<file path="src/hw/rtl/hbcr_pkg.sv">
// ----------------------------------------------------------------------------
// hbcr_pkg: host bridge configuration space shared definitions
// Beat types, write rule encodings, per-address write masks and the
// power-on contents of the 256-byte configuration space.
// ----------------------------------------------------------------------------
package hbcr_pkg;

  typedef enum logic { CMD_READ = 1'b0, CMD_WRITE = 1'b1 } cmd_e;

  // One bus access
  typedef struct packed {
    logic       cmd;
    logic [7:0] reg_address;
    logic [7:0] write_data;
  } in_t;

  // One access result
  typedef struct packed {
    logic [7:0]  read_data;
    logic        smi_pulse;
    logic        ext_cache_enable;
    logic        shadow_update_low;
    logic        shadow_update_high;
    logic [19:0] shadow_base;
    logic [1:0]  shadow_low_mode;
    logic [1:0]  shadow_high_mode;
    logic        smram_update;
    logic [1:0]  smram_window;
    logic        smram_open;
  } out_t;

  // How a write merges into the stored byte
  typedef enum logic [2:0] {
    WR_NONE  = 3'd0,  // read-only, write dropped
    WR_CMD   = 3'd1,  // command bytes: only bit 1 is writable
    WR_W1C   = 3'd2,  // status high byte: write one to clear
    WR_AND   = 3'd3,  // write-and
    WR_PLAIN = 3'd4   // data ANDed with a fixed mask
  } wr_kind_e;

  typedef struct packed {
    wr_kind_e   kind;
    logic [7:0] mask;
  } wr_rule_t;

  // Special register addresses
  localparam logic [7:0] ADDR_CMD_LO     = 8'h04;
  localparam logic [7:0] ADDR_CMD_HI     = 8'h05;
  localparam logic [7:0] ADDR_STATUS_HI  = 8'h07;
  localparam logic [7:0] ADDR_CACHE_CTL  = 8'h51;
  localparam logic [7:0] ADDR_SHADOW_LO  = 8'h70;
  localparam logic [7:0] ADDR_SHADOW_F   = 8'h76;
  localparam logic [7:0] ADDR_SMI_TRIG   = 8'h93;
  localparam logic [7:0] ADDR_SMI_EN     = 8'h9b;
  localparam logic [7:0] ADDR_SMI_STAT   = 8'h9d;
  localparam logic [7:0] ADDR_SMRAM      = 8'ha3;

  localparam logic [7:0] CMD_KEEP_MASK   = 8'hfd;
  localparam logic [7:0] CMD_WR_MASK     = 8'h02;
  localparam logic [7:0] STATUS_W1C_MASK = 8'hb8;
  localparam logic [7:0] SHADOW_LO_MASK  = 8'ha0;
  localparam logic [7:0] SHADOW_HI_MASK  = 8'h0a;

  localparam logic [19:0] SHADOW_BASE_C  = 20'hc0000;
  localparam logic [19:0] SHADOW_BASE_F  = 20'hf0000;

  // Write rule of each configuration byte
  function automatic wr_rule_t wr_rule(input logic [7:0] a);
    wr_rule_t r;
    r.kind = WR_PLAIN;
    r.mask = 8'hff;
    if (a == ADDR_CMD_LO || a == ADDR_CMD_HI) r.kind = WR_CMD;
    else if (a == ADDR_STATUS_HI)              r.kind = WR_W1C;
    else if (a == ADDR_SMI_STAT)               r.kind = WR_AND;
    else if (a == 8'h0d || a == 8'h51 || a == 8'h54 || a == 8'h59) r.mask = 8'hff;
    else if (a == 8'h50)                       r.mask = 8'hec;
    else if (a == 8'h52)                       r.mask = 8'hd0;
    else if (a == 8'h53)                       r.mask = 8'hfe;
    else if (a == 8'h55)                       r.mask = 8'he0;
    else if (a == 8'h56)                       r.mask = 8'h07;
    else if (a == 8'h57)                       r.mask = 8'hf8;
    else if (a == 8'h5a)                       r.mask = 8'h03;
    else if (a >= 8'h60 && a <= 8'h6b)         r.mask = 8'hff;
    else if (a >= 8'h70 && a <= 8'h75)         r.mask = 8'hee;
    else if (a == 8'h76)                       r.mask = 8'he8;
    else if (a == 8'h77)                       r.mask = 8'h0f;
    else if (a >= 8'h78 && a <= 8'h7b)         r.mask = 8'hff;
    else if (a == 8'h80)                       r.mask = 8'hfe;
    else if (a == 8'h81)                       r.mask = 8'hcc;
    else if (a >= 8'h82 && a <= 8'h86)         r.mask = 8'hff;
    else if (a == 8'h87)                       r.mask = 8'hf8;
    else if (a >= 8'h90 && a <= 8'h93)         r.mask = 8'hff;
    else if (a == 8'h94)                       r.mask = 8'hf8;
    else if (a == 8'h95 || a == 8'h96)         r.mask = 8'hfb;
    else if (a >= 8'h97 && a <= 8'h9c)         r.mask = 8'hff;
    else if (a >= 8'h9e && a <= 8'ha2)         r.mask = 8'hff;
    else if (a == ADDR_SMRAM)                  r.mask = 8'hd0;
    else                                       r.kind = WR_NONE;
    return r;
  endfunction

  // Power-on contents: ID and default bytes, zero elsewhere
  function automatic logic [7:0] init_byte(input logic [7:0] a);
    logic [7:0] b;
    case (a)
      8'h00: b = 8'h39;
      8'h01: b = 8'h10;
      8'h02: b = 8'h71;
      8'h03: b = 8'h55;
      8'h04: b = 8'h05;
      8'h07: b = 8'h02;
      8'h0b: b = 8'h06;
      8'h54: b = 8'h54;
      8'h55: b = 8'h54;
      8'h56: b = 8'h03;
      8'h60, 8'h62, 8'h64, 8'h66, 8'h68, 8'h6a: b = 8'h04;
      8'h63, 8'h67, 8'h6b: b = 8'h80;
      8'h9e, 8'h9f, 8'ha0, 8'ha2: b = 8'hff;
      default: b = 8'h00;
    endcase
    return b;
  endfunction

endpackage

</file>
<file path="src/hw/rtl/host_bridge_config_registers_top.sv">
// ----------------------------------------------------------------------------
// host_bridge_config_registers_top: PCI host bridge configuration space
// 256-byte register file with masked writes, write-one-to-clear status,
// SMI trigger, shadow region routing reports and SMRAM window reports.
// ----------------------------------------------------------------------------
//  channel | direction | handshake                 | beat
//  --------+-----------+---------------------------+---------------------
//  in      | to block  | in_valid_i / in_stall_o   | hbcr_pkg::in_t
//  out     | from block| out_valid_o / out_stall_i | hbcr_pkg::out_t
//
// The byte RAM is read as the beat is taken into the access stage; the merge
// and write back happen in the access stage, with the result loaded into the
// result register. One access is accepted every cycle unless the result stalls.
// Reset is immediate: per-byte valid flags fall back to the power-on table.
// A stalled result holds the access stage, which holds the input in turn.
// ----------------------------------------------------------------------------
module host_bridge_config_registers_top (
  input  logic           clk_i,
  input  logic           rst_ni,
  input  logic           in_valid_i,
  output logic           in_stall_o,
  input  hbcr_pkg::in_t  in_data_i,
  output logic           out_valid_o,
  input  logic           out_stall_i,
  output hbcr_pkg::out_t out_data_o
);
  import hbcr_pkg::*;

  // Byte RAM and per-byte written flags
  logic [7:0] mem [256];
  logic [7:0] rdata_q;
  logic [255:0] vld_q;

  // Access stage
  logic       s1_valid_q;
  in_t        s1_q;

  // Last RAM write, for the access read in the same cycle
  logic       lw_valid_q;
  logic [7:0] lw_addr_q;
  logic [7:0] lw_data_q;

  // Bytes held in flops
  logic       ext_q;
  logic       smien_q;
  logic [7:0] reg9d_q;

  // Result register
  logic       out_valid_q;
  out_t       out_q;

  logic       out_free;
  logic       s1_move;
  logic       in_take;
  logic [7:0] a;
  logic [7:0] v;
  logic       wr;
  wr_rule_t   rule;
  logic [7:0] old;
  logic [7:0] nw;
  logic [7:0] diff;
  logic       mem_we;
  logic       smi;
  logic       is_shadow;
  out_t       res;

  // Handshake
  assign out_free   = !out_valid_q || !out_stall_i;
  assign s1_move    = s1_valid_q && out_free;
  assign in_take    = in_valid_i && !in_stall_o;
  assign in_stall_o = s1_valid_q && !out_free;

  assign a    = s1_q.reg_address;
  assign v    = s1_q.write_data;
  assign wr   = (s1_q.cmd == CMD_WRITE);
  assign rule = wr_rule(a);

  // Current byte: flop-held 0x9d, forwarded write, RAM, or power-on value
  always_comb begin
    if (a == ADDR_SMI_STAT) begin
      old = reg9d_q;
    end else if (lw_valid_q && lw_addr_q == a) begin
      old = lw_data_q;
    end else if (vld_q[a]) begin
      old = rdata_q;
    end else begin
      old = init_byte(a);
    end
  end

  // Merge the write data
  always_comb begin
    case (rule.kind)
      WR_CMD:   nw = (old & CMD_KEEP_MASK) | (v & CMD_WR_MASK);
      WR_W1C:   nw = old & ~(v & STATUS_W1C_MASK);
      WR_AND:   nw = old & v;
      WR_PLAIN: nw = v & rule.mask;
      default:  nw = old;
    endcase
  end

  assign diff      = old ^ nw;
  assign mem_we    = s1_move && wr && (rule.kind != WR_NONE);
  assign smi       = wr && (a == ADDR_SMI_TRIG) && smien_q && v[1];
  assign is_shadow = wr && (a >= ADDR_SHADOW_LO) && (a <= ADDR_SHADOW_F);

  // Build the result
  always_comb begin
    res = '0;
    res.read_data = wr ? 8'h00 : old;
    res.smi_pulse = smi;
    res.ext_cache_enable = (wr && a == ADDR_CACHE_CTL) ? nw[6] : ext_q;
    if (is_shadow) begin
      res.shadow_low_mode   = {nw[7], nw[5]};
      res.shadow_update_low = |(diff & SHADOW_LO_MASK);
      if (a == ADDR_SHADOW_F) begin
        res.shadow_base = SHADOW_BASE_F;
      end else begin
        res.shadow_base        = SHADOW_BASE_C + {2'b00, a[2:0], 15'd0};
        res.shadow_update_high = |(diff & SHADOW_HI_MASK);
        res.shadow_high_mode   = {nw[3], nw[1]};
      end
    end
    if (wr && a == ADDR_SMRAM) begin
      res.smram_update = 1'b1;
      res.smram_window = nw[7:6];
      res.smram_open   = nw[4];
    end
  end

  // RAM write and registered read
  always_ff @(posedge clk_i) begin
    if (mem_we) begin
      mem[a] <= nw;
    end
  end

  always_ff @(posedge clk_i) begin
    if (in_take) begin
      rdata_q <= mem[in_data_i.reg_address];
    end
  end

  // Mark written bytes
  always_ff @(posedge clk_i or negedge rst_ni) begin
    if (!rst_ni) begin
      vld_q <= '0;
    end else if (mem_we) begin
      vld_q[a] <= 1'b1;
    end
  end

  // Track the latest write
  always_ff @(posedge clk_i or negedge rst_ni) begin
    if (!rst_ni) begin
      lw_valid_q <= 1'b0;
    end else if (mem_we) begin
      lw_valid_q <= 1'b1;
    end
  end

  always_ff @(posedge clk_i) begin
    if (mem_we) begin
      lw_addr_q <= a;
      lw_data_q <= nw;
    end
  end

  // Update flop-held bytes
  always_ff @(posedge clk_i or negedge rst_ni) begin
    if (!rst_ni) begin
      ext_q   <= 1'b0;
      smien_q <= 1'b0;
      reg9d_q <= 8'h00;
    end else if (s1_move && wr) begin
      if (a == ADDR_CACHE_CTL) begin
        ext_q <= nw[6];
      end
      if (a == ADDR_SMI_EN) begin
        smien_q <= nw[0];
      end
      if (a == ADDR_SMI_STAT) begin
        reg9d_q <= nw;
      end else if (smi) begin
        reg9d_q <= reg9d_q | 8'h01;
      end
    end
  end

  // Advance the access stage
  always_ff @(posedge clk_i or negedge rst_ni) begin
    if (!rst_ni) begin
      s1_valid_q <= 1'b0;
    end else if (in_take) begin
      s1_valid_q <= 1'b1;
    end else if (s1_move) begin
      s1_valid_q <= 1'b0;
    end
  end

  always_ff @(posedge clk_i) begin
    if (in_take) begin
      s1_q <= in_data_i;
    end
  end

  // Hold or load the result register
  always_ff @(posedge clk_i or negedge rst_ni) begin
    if (!rst_ni) begin
      out_valid_q <= 1'b0;
    end else if (out_free) begin
      out_valid_q <= s1_valid_q;
    end
  end

  always_ff @(posedge clk_i) begin
    if (s1_move) begin
      out_q <= res;
    end
  end

  assign out_valid_o = out_valid_q;
  assign out_data_o  = out_q;

endmodule
</file>
<file path="config.mk">
export PLATFORM = sky130hd
export DESIGN_NAME = host_bridge_config_registers_top
export DESIGN_NICKNAME = d
export VERILOG_FILES = /design/src/hw/rtl/hbcr_pkg.sv /design/src/hw/rtl/host_bridge_config_registers_top.sv
export SDC_FILE = /design/constraint.sdc
export NUM_CORES = 2
export LEC_CHECK = 0
export BUFFER_PORTS_ARGS = -buffer_cell sky130_fd_sc_hd__buf_2
export CORE_ASPECT_RATIO = 1.2
export CORE_MARGIN = 2
export CORE_UTILIZATION = 40
export DETAILED_ROUTE_END_ITERATION = 6
export MAX_ROUTING_LAYER = met4
export PLACE_DENSITY_LB_ADDON = 0.3
export SLEW_MARGIN = 20
export SYNTH_ARGS = -nofsm -noshare
export SYNTH_HDL_FRONTEND = slang
export SYNTH_SLANG_ARGS = --single-unit
</file>
<file path="constraint.sdc">
create_clock -name clk_i -period 20.8 [get_ports clk_i]
set_input_delay 1.04 -clock clk_i [delete_from_list [all_inputs] [get_ports clk_i]]
set_output_delay 1.04 -clock clk_i [all_outputs]
set_load 0.02 [all_outputs]
</file>
==> results.py <==
metrics = {
    "run_status": {
        "status": "finished, final reports clean",
    },
    "critical_path": {
        "start_kind": "flop",
        "cp_top_family": "buffers and inverters",
        "critical_path.cell_chain": "buf_4, buf_4, mux4_2, a22oi_1, a21oi_1, or4_1, a211o_1, o41a_1, mux2i_1, o21ai_0, o21ai_0, nand2_4, buf_4, buf_4",
        "critPathCaptureType": "flop",
        "max_stage_delay_ps": 830,
        "arrival_ps": 7530,
        "cp_num_buf_inv": 4,
        "cp_common_cell": "buf_4",
        "r2r_end": "mem[204][5]",
        "rrSetupSlack_ps": 13770,
        "path_class": "reg2reg",
        "slowest_stage": "buf_4",
        "r2r_cells": 14,
        "startpoint": "a[0]",
        "required_ps": 21290,
        "cp_max_fo": 120,
        "r2r-start": "a[0]",
        "path_depth": 14,
        "crit_path_end": "mem[204][5]",
    },
    "sta": {
        "finalMaxSlewViolations": 0,
        "finalHoldViolCount": 0,
        "setup_tns_ps": 0,
        "period_share_pct": 33.8,
        "fin_crit_ps": 7030,
        "skew_ps": 44.3,
        "relSlewSlack_pct": 20.7,
        "max_freq_mhz": 142,
        "finalSetupViolations": 0,
        "hold_slack_ps": 182,
        "rsz0062_at_grt": "no",
        "tightest_slew_ps": 1190,
        "setup_ws_ps": 13770,
    },
    "clock_network": {
        "clkTransAtPathRegs_ps": 70,
        "cts_buffers": 220,
        "post_cts_buffers": 0,
        "clk_latency_ps": 860,
        "holdBufCountCts": 0,
        "cts_tree": "built",
        "cts_buffer_depth": 3,
        "ctsResizeCount": 0,
        "cts-htree-levels": 4,
        "cts-root-buf": "clkbuf_16",
        "cts_sinks": 2382,
    },
    "synth": {
        "synth_seq_area_share_pct": 76.4,
        "synth_cell_types": 76,
        "syn_area_per_cell_sq_um": 22.5,
        "async_reset_ff_share_pct": 11.3,
        "synth-seq-cells": 2382,
        "yosys_most_used_dff": "edfxtp_1",
        "synth_top_area_share_pct": 69.1,
        "yosysMostFrequentCell": "edfxtp_1",
        "synth_area_leader_cell": "edfxtp_1",
        "synth_edf_count": 2113,
        "yosysWarnings": 0,
        "synth_area_sq_um": 91800,
        "synthTopCellsByCount": "edfxtp_1 (2,113), mux4_2 (737), clkbuf_1 (316)",
        "synth_top_cells_by_area": "edfxtp_1 (69%), mux4_2 (18%), dfrtp_1 (7.3%)",
        "synthCells": 4086,
    },
    "floorplan": {
        "design.die.area_sq_um": 233000,
        "die_w_um": 441,
        "fp-row-count": 192,
        "die_h_um": 529,
        "io_pins": 63,
        "coreArea_sq_um": 228000,
        "floorplan.initialDensity_pct": 40.2,
    },
    "power_and_ir_drop": {
        "leakage_nw": 39.9,
        "ir_drop_mv": 0.0879,
        "p_per_area_nw_per_um2": 98.4,
    },
    "route": {
        "drt_pass1_iterations": 7,
        "wire_per_inst_um": 20.1,
        "drt_iter0_drc": 3530,
        "drcViolationCount": 0,
        "vias": 41700,
        "vias_per_cell": 4.75,
        "final_antenna_net_count": 0,
        "finalWirelength_um": 177000,
    },
    "grt": {
        "met2_usage_pct": 26.4,
        "antenna_found_initial": 6,
        "grt_max_degree": 259,
        "grt_util_met3_pct": 2.95,
        "use_met1_pct": 19.7,
        "grt_pass1_vias": 44100,
        "grt.busiest_layer": "met2",
        "overflow": 0,
        "grt_usage_pct": 15.9,
        "grt_pass1_wl_um": 270000,
    },
    "layout": {
        "final_nets": 5580,
        "drive_gt1_share_pct": 23.0,
        "area_growth_pct": 17.7,
        "fillCellCount": 19100,
        "fin_util_pct": 47.3,
    },
    "worst_hold_path": {
        "min_path_type": "in2async",
    },
    "placement": {
        "portBuffers": 47,
        "gp_congestion": 0.850,
        "dp.final_hpwl_um": 100000,
        "dp_slack_ps": 13450,
    },
    "job": {
        "drv_cap": 0,
    },
}
==> worst reg2reg max path, delay by kind of cell, from the launching register on <==
family / cells / cell delay, ps
buffers and inverters: 4 / 2800
AO/OA/AOI/OAI: 6 / 1470
AND/OR/NAND/NOR: 2 / 1100
multiplexers: 2 / 850
flip-flops: 1 / 340
==> placed cells by master (no fill, tap or decap), types with 7 or more instances in the layout <==
cell type and count:
edfxtp_1 2113, conb_1 1535, mux4_2 737, dfrtp_1 269, clkbuf_16 223, buf_4 78
nand2_1 65, nor2_1 60, clkinv_1 57, or2_2 52, clkinv_2 43, clkbuf_1 41
buf_2 41, o21ai_0 30, nor2_2 30, a21oi_1 29, mux2i_1 25, or2_1 20
nand3_1 17, bufinv_16 15, clkbuf_8 15, nand2b_1 13, nor3_1 13, a22oi_1 12
nor2b_1 10, and2_1 10, mux2_2 10, clkinvlp_4 9, nor2_4 8, buf_12 8
xnor2_1 7
==> layout make-up <==
cell class	count	area, sq um	area share [%]
sequential	2382	70200	64.9
clock buffer	278	5930	5.49
inverter	10	37.5	0.0347
antenna	1	2.50	0.00232
multi-input combinational	2812	25900	24.0
timing repair buffer	133	1050	0.974
clock inverter	140	1180	1.09
tap	3007	3760	3.48
==> per-stage QoR <==
stage	area (sq um)	total power [mW]	instances
after floorplan	97600	6.57	5620
after global placement	101000	6.77	8343
after detailed placement	101000	6.82	8343
after CTS	108000	10.8	8761
after global routing	108000	11.0	8763
final	108000	10.6	8763
==> cells by family (layout without fill, tap and decap cells) <==
group | after synthesis | count (layout) | synth area share, %
xor gates and xnor gates | 8 | 8 | 0.0763
buffers and inverters | 426 | 561 | 1.88
muxes | 777 | 777 | 18.6
DFF | 2382 | 2382 | 76.4
other | 1 | 1536 | 0.00408
and+or+nand+nor | 345 | 345 | 1.93
AOI/OAI and AO/OA | 147 | 147 | 1.09
==> how the worst min path moves through the flow <==
stage                    start            to  slack [ps]  cells past startpoint
floorplan                 a[5]  lw_addr_q[5]         420                      0
global placement    vld_q[170]    vld_q[170]         360                      0
detailed placement  vld_q[138]    vld_q[138]         360                      0
CTS                     rst_ni   out_valid_o         250                      1
global route            rst_ni   out_valid_o         270                      1
finish                  rst_ni   out_valid_o         180                      1
==> power by group <==
part           switching, mW  leakage (nW)  internal (mW)
Sequential            0.0889          24.6           5.77
Clock                   1.73          3.47           2.21
Combinational          0.497          11.8          0.347
Total                   2.32          39.9           8.32
==> registers in the layout, indices dropped and copies added, names as in the netlist, 8 cells and up <==
signal	cells
mem	2048
vld_q	256
out_data_o	24
a	8
lw_addr_q	8
lw_data_q	8
rdata_q	8
reg9d_q	8
v	8
==> layer usage <==
layer	vias to the layer above	wire length (um)	share of wire (%)
li1	18300	-	-
met4	0	5680	3.2
met1	22100	70900	40
met2	987	90500	51
met5	-	0	0
met3	313	9430	5.3
Note: power is estimated with default switching activity, not from simulation.
